File: src/design/mple_pkg.sv
`timescale 1ns / 1ps
`default_nettype none

package mple_pkg;

   localparam int QUEUE_DEPTH_DEFAULT = 16;

   // item codes
   localparam logic [1:0] MODE_RX   = 2'd0;
   localparam logic [1:0] MODE_SEND = 2'd1;
   localparam logic [1:0] MODE_TICK = 2'd2;

   // result codes
   localparam logic [1:0] KIND_DELIVER  = 2'd0;
   localparam logic [1:0] KIND_TX       = 2'd1;
   localparam logic [1:0] KIND_TIMEOUT  = 2'd2;
   localparam logic [1:0] KIND_OVERFLOW = 2'd3;

   // command codes
   localparam logic [2:0] CMD_ACK    = 3'd0;
   localparam logic [2:0] CMD_REFUSE = 3'd1;
   localparam logic [2:0] CMD_REPLY  = 3'd4;
   localparam logic [9:0] ACK_VAL    = 10'h3ff;

   // register indexes
   localparam logic CFG_RETRY_INTERVAL = 1'b0;
   localparam logic CFG_RETRY_LIMIT    = 1'b1;

   localparam logic [5:0] RETRY_INTERVAL_RESET = 6'd1;
   localparam logic [7:0] RETRY_LIMIT_RESET    = 8'd60;
   localparam logic [5:0] IDLE_MAX             = 6'd63;
   localparam logic [7:0] RETRY_MAX            = 8'd255;

   localparam logic [7:0] START_MASK = 8'hfc;
   localparam logic [7:0] TOP_BIT    = 8'h80;
   localparam logic [7:0] CMD_BIT3   = 8'h08;

   localparam int RSP_DEPTH = 4;
   localparam int RSP_PW    = $clog2(RSP_DEPTH);
   localparam int RSP_CW    = $clog2(RSP_DEPTH + 1);

   typedef struct packed {
      logic [1:0]  rx_count;
      logic [7:0]  byte0;
      logic [7:0]  byte1;
      logic [7:0]  byte2;
      logic        my_seq;
      logic        peer_seq;
      logic        awaiting;
      logic [5:0]  idle_ticks;
      logic [7:0]  retry_count;
      logic [31:0] last_sent;
   } link_state_type;

   typedef struct packed {
      logic [1:0]  kind;
      logic [2:0]  rx_cmd;
      logic [9:0]  rx_val;
      logic [31:0] tx_packet;
      logic        last;
   } rsp_item_type;

   typedef struct packed {
      logic        push;
      logic        pop;
      logic [12:0] wdata;
   } queue_ctrl_type;

   typedef struct packed {
      logic        empty;
      logic        full;
      logic [12:0] head;
   } queue_stat_type;

endpackage

`default_nettype wire

File: src/design/mple_req_if.sv
`timescale 1ns / 1ps
`default_nettype none

interface mple_req_if;
   logic       valid;
   logic       ready;
   logic [1:0] mode;
   logic [7:0] rx_byte;
   logic [2:0] send_cmd;
   logic [9:0] send_val;

   modport source (output valid, output mode, output rx_byte, output send_cmd,
                   output send_val, input ready);
   modport sink (input valid, input mode, input rx_byte, input send_cmd,
                 input send_val, output ready);
endinterface

`default_nettype wire

File: src/design/mple_rsp_if.sv
`timescale 1ns / 1ps
`default_nettype none

interface mple_rsp_if;
   logic        valid;
   logic        ready;
   logic [1:0]  kind;
   logic [2:0]  rx_cmd;
   logic [9:0]  rx_val;
   logic [31:0] tx_packet;
   logic        last;

   modport source (output valid, output kind, output rx_cmd, output rx_val,
                   output tx_packet, output last, input ready);
   modport sink (input valid, input kind, input rx_cmd, input rx_val,
                 input tx_packet, input last, output ready);
endinterface

`default_nettype wire

File: src/design/mple_core.sv
`timescale 1ns / 1ps
`default_nettype none

module mple_core (
   input  wire [1:0]                  mode,
   input  wire [7:0]                  rx_byte,
   input  wire [2:0]                  send_cmd,
   input  wire [9:0]                  send_val,
   input  wire [5:0]                  retry_interval,
   input  wire [7:0]                  retry_limit,
   input  wire mple_pkg::link_state_type st,
   input  wire mple_pkg::queue_stat_type q_stat,
   output mple_pkg::link_state_type   nxt,
   output mple_pkg::queue_ctrl_type   q_ctrl,
   output logic [1:0]                 res_n,
   output mple_pkg::rsp_item_type     res_first,
   output mple_pkg::rsp_item_type     res_second
);

   logic [7:0]  sum8;
   logic [7:0]  chk;
   logic        pseq;
   logic        pack;
   logic [2:0]  pcmd;
   logic [9:0]  pval;
   logic        pkt_ok;
   logic        dlv, want_drain, want_tx, flip, clr, retx, tmo, ovf, tx_go, oth_go;
   logic [2:0]  tx_cmd;
   logic [9:0]  tx_val;
   logic        my_mid, my_new, peer_new;
   logic [5:0]  idle_new;
   logic [7:0]  retry_new;
   logic [7:0]  b0, b1, b2, b3;
   logic [31:0] pkt;
   mple_pkg::rsp_item_type dlv_item, oth_item;

   assign sum8 = st.byte0 + st.byte2 + rx_byte;
   assign chk  = sum8 | mple_pkg::TOP_BIT;
   assign pseq = st.byte0[0];
   assign pack = st.byte0[1];
   assign pcmd = st.byte2[6:4];
   assign pval = {st.byte2[2:0], rx_byte[6:0]};

   always_comb begin
      nxt        = st;
      pkt_ok     = 1'b0;
      dlv        = 1'b0;
      want_drain = 1'b0;
      want_tx    = 1'b0;
      flip       = 1'b0;
      clr        = 1'b0;
      retx       = 1'b0;
      tmo        = 1'b0;
      ovf        = 1'b0;
      tx_cmd     = mple_pkg::CMD_ACK;
      tx_val     = mple_pkg::ACK_VAL;
      peer_new   = st.peer_seq;
      idle_new   = st.idle_ticks;
      retry_new  = st.retry_count;
      q_ctrl     = '0;

      case (mode)
         mple_pkg::MODE_RX: begin
            if (st.rx_count == 2'd0 || !rx_byte[7]) begin
               nxt.rx_count = 2'd0;
               if ((rx_byte & mple_pkg::START_MASK) == 8'd0) begin
                  nxt.byte0    = rx_byte;
                  nxt.rx_count = 2'd1;
               end
            end else if (st.rx_count == 2'd1) begin
               nxt.byte1    = rx_byte;
               nxt.rx_count = 2'd2;
            end else if (st.rx_count == 2'd2) begin
               nxt.byte2    = rx_byte;
               nxt.rx_count = 2'd3;
            end else begin
               nxt.rx_count = 2'd0;
               pkt_ok = (chk == st.byte1) && ((st.byte2 & mple_pkg::CMD_BIT3) == 8'd0);
            end

            if (pkt_ok) begin
               if (!st.awaiting) begin
                  if (pcmd != mple_pkg::CMD_ACK && pack == st.my_seq) begin
                     if (pseq == st.peer_seq) begin
                        // duplicate: answer with an ack, or send the queue head
                        if (!q_stat.empty) begin
                           want_drain = 1'b1;
                        end else begin
                           want_tx = 1'b1;
                        end
                     end else begin
                        peer_new = pseq;
                        clr      = 1'b1;
                        dlv      = 1'b1;
                     end
                  end
               end else if (pcmd == mple_pkg::CMD_ACK) begin
                  if (pack == st.my_seq && pseq == st.peer_seq) begin
                     clr        = 1'b1;
                     want_drain = 1'b1;
                  end
               end else if (pseq != st.peer_seq) begin
                  want_drain = 1'b1;
                  if (pack == st.my_seq) begin
                     clr      = 1'b1;
                     peer_new = pseq;
                     dlv      = 1'b1;
                  end else begin
                     // both sides sent at once: drop our own message
                     flip = 1'b1;
                  end
               end
            end
         end
         mple_pkg::MODE_SEND: begin
            if (st.awaiting && !(send_cmd inside {mple_pkg::CMD_ACK, mple_pkg::CMD_REFUSE,
                                                  mple_pkg::CMD_REPLY})) begin
               if (!q_stat.full) begin
                  q_ctrl.push  = 1'b1;
                  q_ctrl.wdata = {send_cmd, send_val};
               end else begin
                  ovf = 1'b1;
               end
            end else if (send_cmd == mple_pkg::CMD_ACK && !q_stat.empty) begin
               want_drain = 1'b1;
            end else begin
               want_tx = 1'b1;
               tx_cmd  = send_cmd;
               tx_val  = send_val;
            end
         end
         mple_pkg::MODE_TICK: begin
            if (st.awaiting) begin
               if (st.idle_ticks != mple_pkg::IDLE_MAX) begin
                  idle_new = st.idle_ticks + 6'd1;
               end
               nxt.idle_ticks = idle_new;
               if (idle_new > retry_interval) begin
                  if (st.retry_count != mple_pkg::RETRY_MAX) begin
                     retry_new = st.retry_count + 8'd1;
                  end
                  nxt.retry_count = retry_new;
                  if (retry_new > retry_limit) begin
                     tmo = 1'b1;
                  end else begin
                     retx = 1'b1;
                  end
               end
            end
         end
         default: begin
         end
      endcase

      if (want_drain) begin
         tx_cmd = q_stat.head[12:10];
         tx_val = q_stat.head[9:0];
      end
      q_ctrl.pop = want_drain && !q_stat.empty;
      tx_go      = want_tx || q_ctrl.pop;

      my_mid = st.my_seq ^ flip;
      my_new = tx_go ? (my_mid ^ (tx_cmd != mple_pkg::CMD_ACK)) : my_mid;
      nxt.my_seq   = my_new;
      nxt.peer_seq = peer_new;

      if (clr) begin
         nxt.idle_ticks  = 6'd0;
         nxt.retry_count = 8'd0;
      end

      if (tx_go) begin
         nxt.awaiting = (tx_cmd != mple_pkg::CMD_ACK);
      end else if (want_drain) begin
         nxt.awaiting = 1'b0;
      end

      // framing of an outgoing packet
      b0  = {6'd0, peer_new, my_new};
      b2  = {1'b1, tx_cmd, 1'b0, tx_val[9:7]};
      b3  = {1'b1, tx_val[6:0]};
      b1  = (b0 + b2 + b3) | mple_pkg::TOP_BIT;
      pkt = {b0, b1, b2, b3};

      if (tx_go) begin
         nxt.last_sent = pkt;
      end
   end

   always_comb begin
      dlv_item        = '0;
      dlv_item.kind   = mple_pkg::KIND_DELIVER;
      dlv_item.rx_cmd = pcmd;
      dlv_item.rx_val = pval;

      oth_item = '0;
      if (tx_go) begin
         oth_item.kind      = mple_pkg::KIND_TX;
         oth_item.tx_packet = pkt;
      end else if (retx) begin
         oth_item.kind      = mple_pkg::KIND_TX;
         oth_item.tx_packet = st.last_sent;
      end else if (tmo) begin
         oth_item.kind = mple_pkg::KIND_TIMEOUT;
      end else begin
         oth_item.kind = mple_pkg::KIND_OVERFLOW;
      end
      oth_item.last = 1'b1;
      oth_go = tx_go || retx || tmo || ovf;

      res_n         = {1'b0, dlv} + {1'b0, oth_go};
      res_first     = dlv ? dlv_item : oth_item;
      res_first.last = !(dlv && oth_go);
      res_second    = oth_item;
   end

endmodule

`default_nettype wire

File: src/design/mple_send_queue.sv
`timescale 1ns / 1ps
`default_nettype none

module mple_send_queue #(
   parameter int QUEUE_DEPTH = mple_pkg::QUEUE_DEPTH_DEFAULT
) (
   input  wire                          clock,
   input  wire                          reset,
   input  wire mple_pkg::queue_ctrl_type q_ctrl,
   output mple_pkg::queue_stat_type     q_stat
);

   localparam int PW = (QUEUE_DEPTH > 1) ? $clog2(QUEUE_DEPTH) : 1;
   localparam int CW = $clog2(QUEUE_DEPTH + 1);
   localparam logic [PW-1:0] LAST_PTR = PW'(QUEUE_DEPTH - 1);
   localparam logic [CW-1:0] FULL_CNT = CW'(QUEUE_DEPTH);

   logic [12:0]   mem [QUEUE_DEPTH];
   logic [12:0]   head_ff;
   logic [PW-1:0] wr_ptr_ff, wr_ptr_in;
   logic [PW-1:0] rd_ptr_ff, rd_ptr_in;
   logic [CW-1:0] count_ff, count_in;

   always_comb begin
      wr_ptr_in = wr_ptr_ff;
      rd_ptr_in = rd_ptr_ff;
      count_in  = count_ff;
      if (q_ctrl.push) begin
         wr_ptr_in = (wr_ptr_ff == LAST_PTR) ? '0 : wr_ptr_ff + 1'b1;
         count_in  = count_ff + 1'b1;
      end else if (q_ctrl.pop) begin
         rd_ptr_in = (rd_ptr_ff == LAST_PTR) ? '0 : rd_ptr_ff + 1'b1;
         count_in  = count_ff - 1'b1;
      end
   end

   always_ff @(posedge clock) begin
      if (reset) begin
         wr_ptr_ff <= '0;
         rd_ptr_ff <= '0;
         count_ff  <= '0;
      end else begin
         wr_ptr_ff <= wr_ptr_in;
         rd_ptr_ff <= rd_ptr_in;
         count_ff  <= count_in;
      end
   end

   // read ahead at the next head so the front entry is ready every cycle
   always_ff @(posedge clock) begin
      if (q_ctrl.push) begin
         mem[wr_ptr_ff] <= q_ctrl.wdata;
      end
      if (q_ctrl.push && wr_ptr_ff == rd_ptr_in) begin
         head_ff <= q_ctrl.wdata;
      end else begin
         head_ff <= mem[rd_ptr_in];
      end
   end

   assign q_stat.empty = (count_ff == '0);
   assign q_stat.full  = (count_ff == FULL_CNT);
   assign q_stat.head  = head_ff;

endmodule

`default_nettype wire

File: src/design/mple_rsp_buf.sv
`timescale 1ns / 1ps
`default_nettype none

module mple_rsp_buf (
   input  wire                         clock,
   input  wire                         reset,
   input  wire [1:0]                   wr_n,
   input  wire mple_pkg::rsp_item_type wr_first,
   input  wire mple_pkg::rsp_item_type wr_second,
   output logic                        space_ok,
   mple_rsp_if.source                  rsp_bus
);

   localparam int PW = mple_pkg::RSP_PW;
   localparam int CW = mple_pkg::RSP_CW;
   localparam logic [CW-1:0] SPACE_CNT = CW'(mple_pkg::RSP_DEPTH - 2);

   mple_pkg::rsp_item_type ent_ff [mple_pkg::RSP_DEPTH];
   logic [PW-1:0] wr_ptr_ff, rd_ptr_ff;
   logic [CW-1:0] count_ff;
   logic          pop;
   mple_pkg::rsp_item_type head;

   assign pop  = rsp_bus.valid && rsp_bus.ready;
   assign head = ent_ff[rd_ptr_ff];

   always_ff @(posedge clock) begin
      if (reset) begin
         wr_ptr_ff <= '0;
         rd_ptr_ff <= '0;
         count_ff  <= '0;
      end else begin
         wr_ptr_ff <= wr_ptr_ff + PW'(wr_n);
         rd_ptr_ff <= rd_ptr_ff + PW'(pop);
         count_ff  <= count_ff + CW'(wr_n) - CW'(pop);
      end
   end

   always_ff @(posedge clock) begin
      if (wr_n != 2'd0) begin
         ent_ff[wr_ptr_ff] <= wr_first;
      end
      if (wr_n == 2'd2) begin
         ent_ff[wr_ptr_ff + 1'b1] <= wr_second;
      end
   end

   // room for the two beats an item may raise
   assign space_ok = (count_ff <= SPACE_CNT);

   assign rsp_bus.valid     = (count_ff != '0);
   assign rsp_bus.kind      = head.kind;
   assign rsp_bus.rx_cmd    = head.rx_cmd;
   assign rsp_bus.rx_val    = head.rx_val;
   assign rsp_bus.tx_packet = head.tx_packet;
   assign rsp_bus.last      = head.last;

endmodule

`default_nettype wire

File: src/design/modem_packet_link_engine.sv
`timescale 1ns / 1ps
`default_nettype none
// a req beat that is taken is held in the input register and worked on once the result
// buffer has room; its rsp beats are written into the result buffer and offered from there
// in order, the first beat ahead of the second
// throughput: one req beat per cycle; req stalls while the four-entry result buffer holds
// more than two beats, so sustained rate is bounded by one rsp beat per cycle
// reset: synchronous, active high; clears link state, send queue and result buffer,
// retry_interval returns to 1 and retry_limit to 60

module modem_packet_link_engine #(
   parameter int QUEUE_DEPTH = mple_pkg::QUEUE_DEPTH_DEFAULT
) (
   input  wire        clock,
   input  wire        reset,
   mple_req_if.sink   req_bus,
   mple_rsp_if.source rsp_bus,
   input  wire        csr_we,
   input  wire        csr_index,
   input  wire [7:0]  csr_wdata
);

   logic       in_valid_ff;
   logic [1:0] in_mode_ff;
   logic [7:0] in_byte_ff;
   logic [2:0] in_cmd_ff;
   logic [9:0] in_val_ff;
   logic [5:0] retry_interval_ff;
   logic [7:0] retry_limit_ff;
   logic       space_ok;
   logic       fire;
   logic       take;
   logic [1:0] res_n;
   logic [1:0] wr_n;

   mple_pkg::link_state_type st_ff, st_in;
   mple_pkg::queue_ctrl_type q_ctrl, q_ctrl_gated;
   mple_pkg::queue_stat_type q_stat;
   mple_pkg::rsp_item_type   res_first, res_second;

   assign fire          = in_valid_ff && space_ok;
   assign req_bus.ready = !in_valid_ff || fire;
   assign take          = req_bus.valid && req_bus.ready;

   always_ff @(posedge clock) begin
      if (reset) begin
         in_valid_ff <= 1'b0;
      end else if (req_bus.ready) begin
         in_valid_ff <= req_bus.valid;
      end
   end

   always_ff @(posedge clock) begin
      if (take) begin
         in_mode_ff <= req_bus.mode;
         in_byte_ff <= req_bus.rx_byte;
         in_cmd_ff  <= req_bus.send_cmd;
         in_val_ff  <= req_bus.send_val;
      end
   end

   always_ff @(posedge clock) begin
      if (reset) begin
         retry_interval_ff <= mple_pkg::RETRY_INTERVAL_RESET;
         retry_limit_ff    <= mple_pkg::RETRY_LIMIT_RESET;
      end else if (csr_we) begin
         case (csr_index)
            mple_pkg::CFG_RETRY_INTERVAL: retry_interval_ff <= csr_wdata[5:0];
            mple_pkg::CFG_RETRY_LIMIT:    retry_limit_ff    <= csr_wdata;
            default: begin
            end
         endcase
      end
   end

   always_ff @(posedge clock) begin
      if (reset) begin
         st_ff <= '0;
      end else if (fire) begin
         st_ff <= st_in;
      end
   end

   mple_core u_core (
      .mode           (in_mode_ff),
      .rx_byte        (in_byte_ff),
      .send_cmd       (in_cmd_ff),
      .send_val       (in_val_ff),
      .retry_interval (retry_interval_ff),
      .retry_limit    (retry_limit_ff),
      .st             (st_ff),
      .q_stat         (q_stat),
      .nxt            (st_in),
      .q_ctrl         (q_ctrl),
      .res_n          (res_n),
      .res_first      (res_first),
      .res_second     (res_second)
   );

   always_comb begin
      q_ctrl_gated      = q_ctrl;
      q_ctrl_gated.push = q_ctrl.push && fire;
      q_ctrl_gated.pop  = q_ctrl.pop && fire;
   end

   mple_send_queue #(
      .QUEUE_DEPTH (QUEUE_DEPTH)
   ) u_send_queue (
      .clock  (clock),
      .reset  (reset),
      .q_ctrl (q_ctrl_gated),
      .q_stat (q_stat)
   );

   assign wr_n = fire ? res_n : 2'd0;

   mple_rsp_buf u_rsp_buf (
      .clock     (clock),
      .reset     (reset),
      .wr_n      (wr_n),
      .wr_first  (res_first),
      .wr_second (res_second),
      .space_ok  (space_ok),
      .rsp_bus   (rsp_bus)
   );

endmodule

`default_nettype wire

File: src/flat_wrapper.sv
// flat-port wrapper written by rule: the top's interface ports become plain ports
module modem_packet_link_engine_flat 
#(
   parameter int QUEUE_DEPTH = mple_pkg::QUEUE_DEPTH_DEFAULT
)
  (clock, reset, csr_we, csr_index, csr_wdata, req_bus_valid, req_bus_mode, req_bus_rx_byte, req_bus_send_cmd, req_bus_send_val, req_bus_ready, rsp_bus_valid, rsp_bus_kind, rsp_bus_rx_cmd, rsp_bus_rx_val, rsp_bus_tx_packet, rsp_bus_last, rsp_bus_ready);
  mple_req_if req_bus_i ();
  mple_rsp_if rsp_bus_i ();
  input  wire clock;
  input  wire reset;
  input  wire csr_we;
  input  wire csr_index;
  input  wire [7:0] csr_wdata;
  input wire logic [$bits(req_bus_i.valid)-1:0] req_bus_valid;
  input wire logic [$bits(req_bus_i.mode)-1:0] req_bus_mode;
  input wire logic [$bits(req_bus_i.rx_byte)-1:0] req_bus_rx_byte;
  input wire logic [$bits(req_bus_i.send_cmd)-1:0] req_bus_send_cmd;
  input wire logic [$bits(req_bus_i.send_val)-1:0] req_bus_send_val;
  output wire logic [$bits(req_bus_i.ready)-1:0] req_bus_ready;
  output wire logic [$bits(rsp_bus_i.valid)-1:0] rsp_bus_valid;
  output wire logic [$bits(rsp_bus_i.kind)-1:0] rsp_bus_kind;
  output wire logic [$bits(rsp_bus_i.rx_cmd)-1:0] rsp_bus_rx_cmd;
  output wire logic [$bits(rsp_bus_i.rx_val)-1:0] rsp_bus_rx_val;
  output wire logic [$bits(rsp_bus_i.tx_packet)-1:0] rsp_bus_tx_packet;
  output wire logic [$bits(rsp_bus_i.last)-1:0] rsp_bus_last;
  input wire logic [$bits(rsp_bus_i.ready)-1:0] rsp_bus_ready;
  assign req_bus_i.valid = req_bus_valid;
  assign req_bus_i.mode = req_bus_mode;
  assign req_bus_i.rx_byte = req_bus_rx_byte;
  assign req_bus_i.send_cmd = req_bus_send_cmd;
  assign req_bus_i.send_val = req_bus_send_val;
  assign req_bus_ready = req_bus_i.ready;
  assign rsp_bus_valid = rsp_bus_i.valid;
  assign rsp_bus_kind = rsp_bus_i.kind;
  assign rsp_bus_rx_cmd = rsp_bus_i.rx_cmd;
  assign rsp_bus_rx_val = rsp_bus_i.rx_val;
  assign rsp_bus_tx_packet = rsp_bus_i.tx_packet;
  assign rsp_bus_last = rsp_bus_i.last;
  assign rsp_bus_i.ready = rsp_bus_ready;
  modem_packet_link_engine #(.QUEUE_DEPTH(QUEUE_DEPTH)) u_core (.clock(clock), .reset(reset), .req_bus(req_bus_i), .rsp_bus(rsp_bus_i), .csr_we(csr_we), .csr_index(csr_index), .csr_wdata(csr_wdata));
endmodule
File: config.mk
export PLATFORM = sky130hd
export DESIGN_NAME = modem_packet_link_engine_flat
export DESIGN_NICKNAME = d
export VERILOG_FILES = /design/src/design/mple_pkg.sv /design/src/design/mple_req_if.sv /design/src/design/mple_rsp_if.sv /design/src/design/mple_core.sv /design/src/design/mple_send_queue.sv /design/src/design/mple_rsp_buf.sv /design/src/design/modem_packet_link_engine.sv /design/src/flat_wrapper.sv
export SDC_FILE = /design/constraint.sdc
export NUM_CORES = 1
export LEC_CHECK = 0
export BUFFER_PORTS_ARGS = -buffer_cell sky130_fd_sc_hd__buf_2
export CAP_MARGIN = 25
export CORE_ASPECT_RATIO = 1.1
export CORE_MARGIN = 2
export CORE_UTILIZATION = 50
export CTS_CLUSTER_DIAMETER = 80
export CTS_CLUSTER_SIZE = 30
export DETAILED_ROUTE_END_ITERATION = 8
export PLACE_DENSITY = 0.67
export RECOVER_POWER = 100
export SLEW_MARGIN = 40
export SYNTH_ARGS = -nofsm -noshare
export SYNTH_HDL_FRONTEND = slang
export SYNTH_SLANG_ARGS = --single-unit
File: constraint.sdc
create_clock -name clock -period 6.45 [get_ports clock]
set_clock_uncertainty 0.1 [all_clocks]
set_input_delay 0.3225 -clock clock [delete_from_list [all_inputs] [get_ports clock]]
set_output_delay 0.3225 -clock clock [all_outputs]
set_load 0.01 [all_outputs]
==> run_summary.xml, run 1 <==
<?xml version="1.0" encoding="UTF-8"?>
<metrics>
  <group name="outcome">
    <metric name="outcome" unit="">finished, violations left</metric>
    <metric name="violations" unit="">max-capacitance violations, max-slew violations</metric>
  </group>
  <group name="place">
    <metric name="dp.final_hpwl" unit="mm">29.6</metric>
    <metric name="detailed_place.area" unit="mm2">0.0223</metric>
    <metric name="io_buffer_count" unit="">79</metric>
    <metric name="routability_congestion_estimate" unit="">0.874</metric>
  </group>
  <group name="timing">
    <metric name="finalCriticalPeriod" unit="ns">6.06</metric>
    <metric name="finalSetupViolations" unit="">0</metric>
    <metric name="drv_slew" unit="">329</metric>
    <metric name="fmax" unit="GHz">0.165</metric>
    <metric name="fin_crit_sh" unit="%">94.0</metric>
    <metric name="tightestPinTransition" unit="ns">4.00</metric>
    <metric name="timing.slew.headroom" unit="%">-167</metric>
    <metric name="timing.setup.tns" unit="ns">0</metric>
    <metric name="finalHoldViolCount" unit="">0</metric>
    <metric name="holdWs" unit="ns">0.191</metric>
    <metric name="rsz_0062_raised_after_global_routing" unit="">no</metric>
  </group>
  <group name="drt">
    <metric name="post_drt_wl_per_cell" unit="um">21.0</metric>
    <metric name="first_pass_iteration_count_of_the_detailed_router" unit="">5</metric>
    <metric name="dr.first_iter.drc_count" unit="">894</metric>
    <metric name="drt_antenna_net_count" unit="">0</metric>
    <metric name="via_cell_ratio" unit="">5.78</metric>
    <metric name="route.vias.total" unit="">12800</metric>
    <metric name="postRouteWirelength" unit="mm">46.3</metric>
    <metric name="drcViolationCount" unit="">0</metric>
  </group>
  <group name="synth">
    <metric name="synthTopCellsByCount" unit="">sky130_fd_sc_hd__edfxtp_1 (331), sky130_fd_sc_hd__nor2_1 (199), sky130_fd_sc_hd__dfxtp_1 (159), sky130_fd_sc_hd__mux4_2 (99), sky130_fd_sc_hd__nand2_1 (88)</metric>
    <metric name="synth_enable_flop_cells" unit="">331</metric>
    <metric name="cell_with_the_most_instances_after_synthesis" unit="">sky130_fd_sc_hd__edfxtp_1</metric>
    <metric name="synth_largest_type_area_fraction" unit="%">46.8</metric>
    <metric name="ranking_of_synthesized_cells_by_area" unit="">sky130_fd_sc_hd__edfxtp_1 (47%), sky130_fd_sc_hd__dfxtp_1 (15%), sky130_fd_sc_hd__mux4_2 (10%), sky130_fd_sc_hd__nor2_1 (3.5%), sky130_fd_sc_hd__ha_1 (2.6%)</metric>
    <metric name="synth.yosys.seq_area_share" unit="%">61.8</metric>
    <metric name="syn-cell-area" unit="mm2">0.0212</metric>
    <metric name="gate_count_post_synth" unit="">1534</metric>
    <metric name="yosys_most_used_dff" unit="">sky130_fd_sc_hd__edfxtp_1</metric>
    <metric name="synth_largest_area_cell" unit="">sky130_fd_sc_hd__edfxtp_1</metric>
    <metric name="syn_avg_cell_area" unit="um2">13.9</metric>
    <metric name="synth_async_sr_flop_share" unit="%">0</metric>
    <metric name="post_synth_num_cell_types" unit="">70</metric>
    <metric name="synth_seq_cells" unit="">490</metric>
    <metric name="synth-warning-count" unit="">0</metric>
  </group>
  <group name="final_layout">
    <metric name="syn_to_final_growth" unit="%">9.06</metric>
    <metric name="multi_input_area" unit="mm2">0.00751</metric>
    <metric name="layout-drive-gt1-share" unit="%">13.1</metric>
    <metric name="final_cell_area" unit="mm2">0.0232</metric>
    <metric name="filler_cell_count" unit="">3508</metric>
    <metric name="regArea" unit="mm2">0.0131</metric>
    <metric name="nets" unit="">1717</metric>
  </group>
  <group name="worst_hold_path">
    <metric name="hold_start" unit="">rsp_bus_ready</metric>
    <metric name="hold_class" unit="">primary input to flop</metric>
    <metric name="hold_depth" unit="">4</metric>
    <metric name="min_delay_worst_endpoint" unit="">u_core.u_rsp_buf.rd_ptr_ff[0]$_SDFF_PP0_</metric>
  </group>
  <group name="setup_path">
    <metric name="reg2regPathDepth" unit="">21</metric>
    <metric name="cp_data_arrival_time" unit="ns">6.25</metric>
    <metric name="timing.critical_path.to_type" unit="">flop</metric>
    <metric name="timing.critical_path.buf_inv" unit="">2</metric>
    <metric name="criticalPathCategory" unit="">flop to flop</metric>
    <metric name="critical-path-top-cell-by-count" unit="">sky130_fd_sc_hd__fa_1</metric>
    <metric name="rr_startpoint" unit="">u_core.in_byte_ff[1]$_DFFE_PP_</metric>
    <metric name="timing.critical_path.slowest_cell_delay" unit="ns">0.57</metric>
    <metric name="critical-path-top-delay-family" unit="">adder cells</metric>
    <metric name="crit_path_start_kind" unit="">flop</metric>
    <metric name="cp_max_fo" unit="">8</metric>
    <metric name="reg2reg_to" unit="">u_core.u_rsp_buf.ent_ff[1][23]$_DFFE_PP_</metric>
    <metric name="req_time_crit_path" unit="ns">6.63</metric>
    <metric name="crit_chain" unit="">fa_1 &gt; ha_1 &gt; fa_1 &gt; nand3_1 &gt; a21oi_1 &gt; or4_4 &gt; or4_4 &gt; nor4_1 &gt; mux2i_1 &gt; buf_4 &gt; fa_1 &gt; inv_1 &gt; ha_1 &gt; a21o_1 &gt; a21o_1 &gt; a31oi_1 &gt; xnor2_1 &gt; nor2_1 &gt; o311a_1 &gt; a211oi_2 &gt; nor2_1</metric>
    <metric name="rrSetupSlack" unit="ns">0.39</metric>
    <metric name="critical_path.slowest_cell" unit="">sky130_fd_sc_hd__or4_4</metric>
  </group>
  <group name="power_and_ir_drop">
    <metric name="power.share.combinational" unit="%">11.0</metric>
    <metric name="sequentialPowerShare" unit="%">58.7</metric>
    <metric name="power" unit="mW">5.85</metric>
    <metric name="power_report.internal_total" unit="mW">4.42</metric>
    <metric name="irDropWorstVdd" unit="mV">0.166</metric>
    <metric name="powerDensity" unit="mW/mm2">252</metric>
    <metric name="power.net_switching" unit="mW">1.43</metric>
    <metric name="total_leakage_power" unit="nW">7.55</metric>
    <metric name="switching_share" unit="%">24.5</metric>
    <metric name="share_clk_of_total_power" unit="%">30.2</metric>
  </group>
  <group name="global_route">
    <metric name="global_route.peak_usage_layer" unit="">met2</metric>
    <metric name="fraction_of_met1_tracks_used_by_global_routing" unit="%">27.0</metric>
    <metric name="grt_first_pass_wirelength" unit="mm">72.5</metric>
    <metric name="grt_use_total" unit="%">20.9</metric>
    <metric name="largest_net_degree_at_the_start_of_global_routing" unit="">80</metric>
    <metric name="vias_in_the_first_global_route" unit="">12700</metric>
    <metric name="gr-usage-met3" unit="%">2.15</metric>
    <metric name="groute.layer.met2.usage" unit="%">38.1</metric>
    <metric name="grt_antenna_before_repair" unit="">0</metric>
    <metric name="overflow" unit="">0</metric>
  </group>
  <group name="clock_tree">
    <metric name="cts_tree" unit="">built</metric>
    <metric name="clk-insertion-delay-late" unit="ns">0.58</metric>
    <metric name="clockRootBuffer" unit="">sky130_fd_sc_hd__clkbuf_16</metric>
    <metric name="clock_transition_at_the_registers_of_the_reported_paths" unit="ns">0.10</metric>
    <metric name="cts_max_path_buffers" unit="">3</metric>
    <metric name="h-tree-depth" unit="">1</metric>
    <metric name="tritoncts_num_sinks" unit="">490</metric>
    <metric name="cts-buffers-inserted" unit="">23</metric>
  </group>
  <group name="die">
    <metric name="design.die.area" unit="mm2">0.0442</metric>
    <metric name="initial_utilization" unit="%">50.5</metric>
    <metric name="chip_width" unit="um">201</metric>
    <metric name="fp.coreArea" unit="mm2">0.0421</metric>
    <metric name="placement_rows" unit="">79</metric>
    <metric name="io-pin-count" unit="">87</metric>
    <metric name="floorplan.die.height" unit="um">220</metric>
  </group>
  <group name="run">
    <metric name="cap_violations" unit="">16</metric>
  </group>
</metrics>
## worst max-delay path by stage
stage	startpoint	endpoint	slack (ns)	depth (start not counted)
final	u_core.in_byte_ff[1]$_DFFE_PP_	u_core.u_rsp_buf.ent_ff[1][23]$_DFFE_PP_	0.39	21
after global placement	u_core.in_byte_ff[1]$_DFFE_PP_	u_core.u_rsp_buf.ent_ff[0][23]$_DFFE_PP_	0.48	19
after detailed placement	u_core.in_byte_ff[1]$_DFFE_PP_	u_core.u_rsp_buf.ent_ff[1][23]$_DFFE_PP_	0.26	19
after global routing	u_core.in_byte_ff[1]$_DFFE_PP_	u_core.u_rsp_buf.ent_ff[1][23]$_DFFE_PP_	0.06	21
after floorplan	u_core.in_byte_ff[1]$_DFFE_PP_	u_core.u_rsp_buf.ent_ff[0][23]$_DFFE_PP_	0.80	21
after CTS	u_core.in_byte_ff[1]$_DFFE_PP_	u_core.u_rsp_buf.ent_ff[1][23]$_DFFE_PP_	0.25	19
## worst register-to-register path, stage by stage, from the launching register on
cell and delay (ns):
sky130_fd_sc_hd__edfxtp_1 0.53, sky130_fd_sc_hd__fa_1 0.48, sky130_fd_sc_hd__ha_1 0.24, sky130_fd_sc_hd__fa_1 0.41, sky130_fd_sc_hd__nand3_1 0.10, sky130_fd_sc_hd__a21oi_1 0.07
sky130_fd_sc_hd__or4_4 0.57, sky130_fd_sc_hd__or4_4 0.48, sky130_fd_sc_hd__nor4_1 0.31, sky130_fd_sc_hd__mux2i_1 0.13, sky130_fd_sc_hd__buf_4 0.17, sky130_fd_sc_hd__fa_1 0.48
sky130_fd_sc_hd__inv_1 0.04, sky130_fd_sc_hd__ha_1 0.22, sky130_fd_sc_hd__a21o_1 0.18, sky130_fd_sc_hd__a21o_1 0.20, sky130_fd_sc_hd__a31oi_1 0.20, sky130_fd_sc_hd__xnor2_1 0.22
sky130_fd_sc_hd__nor2_1 0.10, sky130_fd_sc_hd__o311a_1 0.15, sky130_fd_sc_hd__a211oi_2 0.30, sky130_fd_sc_hd__nor2_1 0.10
## per-stage QoR
| step | utilization (%) | setup WS [ns] | std cells |
|---|---|---|---|
| global route | 55.0 | 0.0609 | 2207 |
| finish | 55.0 | 0.387 | 2208 |
| CTS | 55.7 | 0.253 | 2204 |
| floorplan | - | 0.800 | 1540 |
| global placement | 52.8 | 0.480 | 2124 |
| detailed placement | 53.0 | 0.263 | 2126 |
## cell usage in the layout, fill, tap and decap left out, types with 4 or more instances in the layout
| master | instances |
|---|---|
| sky130_fd_sc_hd__o21a_1 | 5 |
| sky130_fd_sc_hd__o21ai_0 | 21 |
| sky130_fd_sc_hd__mux2i_1 | 24 |
| sky130_fd_sc_hd__xor2_1 | 17 |
| sky130_fd_sc_hd__dfxtp_1 | 153 |
| sky130_fd_sc_hd__ha_1 | 45 |
| sky130_fd_sc_hd__o31ai_1 | 5 |
| sky130_fd_sc_hd__fa_1 | 12 |
| sky130_fd_sc_hd__or3_1 | 5 |
| sky130_fd_sc_hd__a31oi_1 | 7 |
| sky130_fd_sc_hd__a311oi_1 | 5 |
| sky130_fd_sc_hd__buf_4 | 15 |
| sky130_fd_sc_hd__and2_1 | 11 |
| sky130_fd_sc_hd__inv_1 | 43 |
| sky130_fd_sc_hd__clkbuf_16 | 24 |
| sky130_fd_sc_hd__dfxtp_2 | 5 |
| sky130_fd_sc_hd__o22a_1 | 15 |
| sky130_fd_sc_hd__nor2b_1 | 10 |
| sky130_fd_sc_hd__edfxtp_1 | 331 |
| sky130_fd_sc_hd__dlygate4sd3_1 | 36 |
| sky130_fd_sc_hd__nand3_1 | 31 |
| sky130_fd_sc_hd__nand4_1 | 4 |
| sky130_fd_sc_hd__mux2_2 | 8 |
| sky130_fd_sc_hd__and2_0 | 20 |
| sky130_fd_sc_hd__a22oi_1 | 23 |
| sky130_fd_sc_hd__xnor2_1 | 19 |
| sky130_fd_sc_hd__a21o_1 | 15 |
| sky130_fd_sc_hd__nor2_1 | 203 |
| sky130_fd_sc_hd__mux4_2 | 99 |
| sky130_fd_sc_hd__a22o_1 | 52 |
| sky130_fd_sc_hd__clkbuf_1 | 68 |
| sky130_fd_sc_hd__nand2_1 | 88 |
| sky130_fd_sc_hd__a21oi_1 | 63 |
| sky130_fd_sc_hd__conb_1 | 7 |
| sky130_fd_sc_hd__nor4_1 | 5 |
| sky130_fd_sc_hd__nand2b_1 | 11 |
| sky130_fd_sc_hd__a211oi_1 | 4 |
| sky130_fd_sc_hd__and3_1 | 9 |
| sky130_fd_sc_hd__nor3_1 | 27 |
| sky130_fd_sc_hd__buf_2 | 32 |
## cells by family (layout without fill, tap and decap cells)
logic type,count (synthesis),in the layout,share of synthesized area [%]
muxes,132,132,12.1
xor gates and xnor gates,37,37,1.59
AOI/OAI and AO/OA,245,245,8.40
buffers and inverters,133,233,2.85
DFF,490,490,61.8
other,1,8,0.0176
and+or+nand+nor,439,439,9.50
adders and majority gates,57,57,3.78
## power by group through the flow
stage	Clock, mW	Combinational [mW]	Sequential [mW]
after floorplan	0	0.480	3.47
after global placement	0	0.635	3.50
after detailed placement	0	0.644	3.50
after CTS	1.81	0.663	3.43
after global routing	1.93	0.716	3.44
final	1.77	0.645	3.43
## routing by layer
layer  part of all wire [%]  wire (um)  vias up
met5                      0          0        -
met4                    2.1        994        0
met3                    4.7       2170       59
met2                     52      24000      302
met1                     41      19200     6465
li1                       -          -     5936
## area by class of cell
cell class                 count  area share, %
timing repair buffer         148           3.80
sequential                   490           56.7
multi-input combinational    917           32.4
tap                          567           3.06
antenna                        1         0.0108
clock buffer                  31           2.75
clock inverter                11          0.610
inverter                      43          0.697
## sequential cells by signal, indices dropped and copies added, names as in the netlist, named ones only
register,cells
u_core.in_byte_ff,8
u_core.in_cmd_ff,3
u_core.in_mode_ff,2
u_core.in_val_ff,10
u_core.in_valid_ff,1
u_core.retry_interval_ff,6
u_core.retry_limit_ff,8
u_core.st_ff,64
u_core.u_rsp_buf.count_ff,3
u_core.u_rsp_buf.ent_ff,156
u_core.u_rsp_buf.rd_ptr_ff,2
u_core.u_rsp_buf.wr_ptr_ff,2
u_core.u_send_queue.count_ff,5
u_core.u_send_queue.mem,208
u_core.u_send_queue.rd_ptr_ff,4
u_core.u_send_queue.wr_ptr_ff,4
## timing repair
item / in CTS / in global routing
hold buffers: 36 / 0
resized for setup: 0 / 1
setup buffers: 0 / 3
endpoints found under the hold margin: 38 / 0
setup endpoints to repair: 0 / 4
No activity file was read; power rests on OpenSTA's default activity.
==> inputs of run 2 (changes only) <==
--- a/config.mk
+++ b/config.mk
@@ -14,7 +14,7 @@
 export CTS_CLUSTER_SIZE = 30
 export DETAILED_ROUTE_END_ITERATION = 8
 export PLACE_DENSITY = 0.67
-export RECOVER_POWER = 100
+export RECOVER_POWER = 25
 export SLEW_MARGIN = 40
 export SYNTH_ARGS = -nofsm -noshare
 export SYNTH_HDL_FRONTEND = slang
==> run 2 against run 1 <==
Effect of this change: the run still ends with max-capacitance violations, max-slew violations left; critical path type unchanged; first-iteration DRC count down 0.67%; global-route usage stayed put; worst hold slack barely moved; cell count stayed put; die area did not move; core utilization rose by 0.67 points; critical path depth did not move.
==> run_summary.xml, run 2 (same netlist as run 1, synthesis figures left out) <==
<?xml version="1.0" encoding="UTF-8"?>
<metrics>
  <group name="outcome">
    <metric name="outcome" unit="">finished, violations left</metric>
    <metric name="violations" unit="">max-capacitance violations, max-slew violations</metric>
  </group>
  <group name="place">
    <metric name="io_buffer_count" unit="">79</metric>
    <metric name="placed_cells" unit="">2126</metric>
    <metric name="pre_cts_ws" unit="ns">0.263</metric>
    <metric name="dp.final_hpwl" unit="mm">29.6</metric>
    <metric name="routability_congestion_estimate" unit="">0.874</metric>
    <metric name="detailed_place.area" unit="mm2">0.0223</metric>
  </group>
  <group name="drt">
    <metric name="post_drt_wl_per_cell" unit="um">20.9</metric>
    <metric name="via_cell_ratio" unit="">5.80</metric>
    <metric name="drcViolationCount" unit="">0</metric>
    <metric name="first_pass_iteration_count_of_the_detailed_router" unit="">5</metric>
    <metric name="dr.first_iter.drc_count" unit="">888</metric>
    <metric name="postRouteWirelength" unit="mm">46.2</metric>
    <metric name="route.vias.total" unit="">12800</metric>
    <metric name="drt_antenna_net_count" unit="">0</metric>
  </group>
  <group name="timing">
    <metric name="rsz_0062_raised_after_global_routing" unit="">no</metric>
    <metric name="finalCriticalPeriod" unit="ns">6.03</metric>
    <metric name="fmax" unit="GHz">0.166</metric>
    <metric name="timing.slew.headroom" unit="%">-165</metric>
    <metric name="tightestPinTransition" unit="ns">3.97</metric>
    <metric name="timing.setup.tns" unit="ns">0</metric>
    <metric name="fin_crit_sh" unit="%">93.5</metric>
    <metric name="post-route-worst-setup-slack" unit="ns">0.421</metric>
    <metric name="finalSetupViolations" unit="">0</metric>
    <metric name="finalHoldViolCount" unit="">0</metric>
    <metric name="drv_slew" unit="">119</metric>
  </group>
  <group name="die">
    <metric name="initial_utilization" unit="%">50.5</metric>
    <metric name="floorplan.die.height" unit="um">220</metric>
    <metric name="fp.coreArea" unit="mm2">0.0421</metric>
    <metric name="placement_rows" unit="">79</metric>
    <metric name="io-pin-count" unit="">87</metric>
    <metric name="design.die.area" unit="mm2">0.0442</metric>
    <metric name="chip_width" unit="um">201</metric>
  </group>
  <group name="global_route">
    <metric name="overflow" unit="">0</metric>
    <metric name="grt_use_total" unit="%">20.9</metric>
    <metric name="largest_net_degree_at_the_start_of_global_routing" unit="">80</metric>
    <metric name="vias_in_the_first_global_route" unit="">12700</metric>
    <metric name="grt_first_pass_wirelength" unit="mm">72.5</metric>
    <metric name="grt_antenna_before_repair" unit="">0</metric>
  </group>
  <group name="final_layout">
    <metric name="largest_register_ff_count" unit="">208</metric>
    <metric name="multi_input_area" unit="mm2">0.00767</metric>
    <metric name="layout.cells.most_common_list" unit="">sky130_fd_sc_hd__edfxtp_1 (331), sky130_fd_sc_hd__nor2_1 (187), sky130_fd_sc_hd__dfxtp_1 (153)</metric>
    <metric name="filler_cell_count" unit="">3456</metric>
    <metric name="max_flop_register" unit="">u_core.u_send_queue.mem</metric>
    <metric name="most_common_cell_after_layout_fill_and_taps_aside" unit="">sky130_fd_sc_hd__edfxtp_1</metric>
    <metric name="layout-drive-gt1-share" unit="%">17.9</metric>
    <metric name="final_cell_area" unit="mm2">0.0235</metric>
    <metric name="syn_to_final_growth" unit="%">10.4</metric>
    <metric name="final_instance_count_excl_fillers" unit="">2208</metric>
    <metric name="reg_top3" unit="">u_core.u_send_queue.mem: 208 flops, u_core.u_rsp_buf.ent_ff: 156 flops, u_core.st_ff: 64 flops</metric>
    <metric name="regArea" unit="mm2">0.0131</metric>
    <metric name="nets" unit="">1717</metric>
  </group>
  <group name="setup_path">
    <metric name="cp-startpoint" unit="">u_core.in_byte_ff[1]$_DFFE_PP_</metric>
    <metric name="rr_startpoint" unit="">u_core.in_byte_ff[1]$_DFFE_PP_</metric>
    <metric name="timing.critical_path.to_type" unit="">flop</metric>
    <metric name="criticalPathCategory" unit="">flop to flop</metric>
    <metric name="crit_path_start_kind" unit="">flop</metric>
    <metric name="req_time_crit_path" unit="ns">6.68</metric>
    <metric name="cp_data_arrival_time" unit="ns">6.26</metric>
    <metric name="cp_max_fo" unit="">8</metric>
  </group>
  <group name="clock_tree">
    <metric name="h-tree-depth" unit="">1</metric>
    <metric name="cts_max_path_buffers" unit="">3</metric>
    <metric name="clk-insertion-delay-late" unit="ns">0.57</metric>
    <metric name="clock_transition_at_the_registers_of_the_reported_paths" unit="ns">0.11</metric>
    <metric name="cts-buffers-inserted" unit="">23</metric>
    <metric name="cts_tree" unit="">built</metric>
    <metric name="tritoncts_num_sinks" unit="">490</metric>
    <metric name="clockRootBuffer" unit="">sky130_fd_sc_hd__clkbuf_16</metric>
  </group>
  <group name="worst_hold_path">
    <metric name="hold_start" unit="">rsp_bus_ready</metric>
    <metric name="hold_class" unit="">primary input to flop</metric>
  </group>
  <group name="power_and_ir_drop">
    <metric name="power" unit="mW">5.85</metric>
    <metric name="powerDensity" unit="mW/mm2">249</metric>
    <metric name="irDropWorstVdd" unit="mV">0.170</metric>
    <metric name="total_leakage_power" unit="nW">7.75</metric>
  </group>
  <group name="run">
    <metric name="cap_violations" unit="">3</metric>
  </group>
</metrics>
[run 2: changes by cell type in the layout (fill, tap and decap cells not counted), moves of 3 or more]
| cell | previous run | this run |
|---|---|---|
| sky130_fd_sc_hd__and2_0 | 20 | 15 |
| sky130_fd_sc_hd__nor2_1 | 203 | 187 |
| sky130_fd_sc_hd__and2_1 | 11 | 15 |
| sky130_fd_sc_hd__buf_4 | 15 | 28 |
| sky130_fd_sc_hd__nor3_1 | 27 | 23 |
| sky130_fd_sc_hd__clkbuf_1 | 68 | 15 |
| sky130_fd_sc_hd__clkbuf_2 | 3 | 0 |
| sky130_fd_sc_hd__buf_6 | 0 | 3 |
| sky130_fd_sc_hd__nor2_4 | 0 | 16 |
| sky130_fd_sc_hd__buf_2 | 32 | 72 |
[run 2: worst paths after layout]
path | to | slack, ns | cells past startpoint
max | u_core.u_rsp_buf.ent_ff[1][23]$_DFFE_PP_ | 0.42 | 21
min | u_core.u_rsp_buf.rd_ptr_ff[0]$_SDFF_PP0_ | 0.19 | 4
min reg2reg | u_core.st_ff[64]$_SDFFE_PP0P_ | 0.35 | 2
max reg2reg | u_core.u_rsp_buf.ent_ff[1][23]$_DFFE_PP_ | 0.42 | 21
[run 2: final cells by class]
| class | instances | area share (%) |
|---|---|---|
| antenna | 1 | 0.0107 |
| inverter | 43 | 0.688 |
| sequential | 490 | 56.0 |
| clock buffer | 31 | 2.72 |
| timing repair buffer | 148 | 4.26 |
| clock inverter | 11 | 0.603 |
| multi-input combinational | 917 | 32.7 |
| tap | 567 | 3.02 |
[run 2: routing by layer]
metal | up-vias | global-route usage [%] | share of wire [%]
li1 | 5939 | - | -
met1 | 6510 | 27.0 | 42
met2 | 307 | 38.1 | 52
met3 | 57 | 2.15 | 4.5
met4 | 0 | 5.53 | 2.1
met5 | - | 0 | 0
[run 2: stage by stage]
step | utilization [%] | hold WS, ns
floorplan | - | 0.321
global placement | 52.8 | 0.339
detailed placement | 53.0 | 0.339
CTS | 55.7 | 0.192
global route | 55.7 | 0.228
finish | 55.7 | 0.191
[run 2: where the power goes]
| part | switching (mW) | internal (mW) |
|---|---|---|
| combinational | 0.344 | 0.306 |
| sequential | 0.0613 | 3.37 |
| clock | 1.02 | 0.746 |
[run 2: worst max-delay path: stages, from the launching register on]
cell                       delay (ns)
sky130_fd_sc_hd__edfxtp_1        0.53
sky130_fd_sc_hd__fa_1            0.48
sky130_fd_sc_hd__ha_1            0.24
sky130_fd_sc_hd__fa_1            0.41
sky130_fd_sc_hd__nand3_1         0.10
sky130_fd_sc_hd__a21oi_1         0.07
sky130_fd_sc_hd__or4_4           0.57
sky130_fd_sc_hd__or4_4           0.48
sky130_fd_sc_hd__nor4_1          0.31
sky130_fd_sc_hd__mux2i_1         0.13
sky130_fd_sc_hd__buf_4           0.17
sky130_fd_sc_hd__fa_1            0.47
sky130_fd_sc_hd__inv_1           0.04
sky130_fd_sc_hd__ha_1            0.22
sky130_fd_sc_hd__a21o_1          0.19
sky130_fd_sc_hd__a21o_1          0.20
sky130_fd_sc_hd__a31oi_1         0.20
sky130_fd_sc_hd__xnor2_1         0.22
sky130_fd_sc_hd__nor2_1          0.09
sky130_fd_sc_hd__o311a_1         0.15
sky130_fd_sc_hd__a211oi_2        0.30
sky130_fd_sc_hd__nor2_1          0.10
[run 2: repair_timing]
action                     CTS  global route
resized for setup            0             1
setup buffers                0             3
setup endpoints to repair    0             4
hold endpoints to repair    38             0
hold buffers                36             0
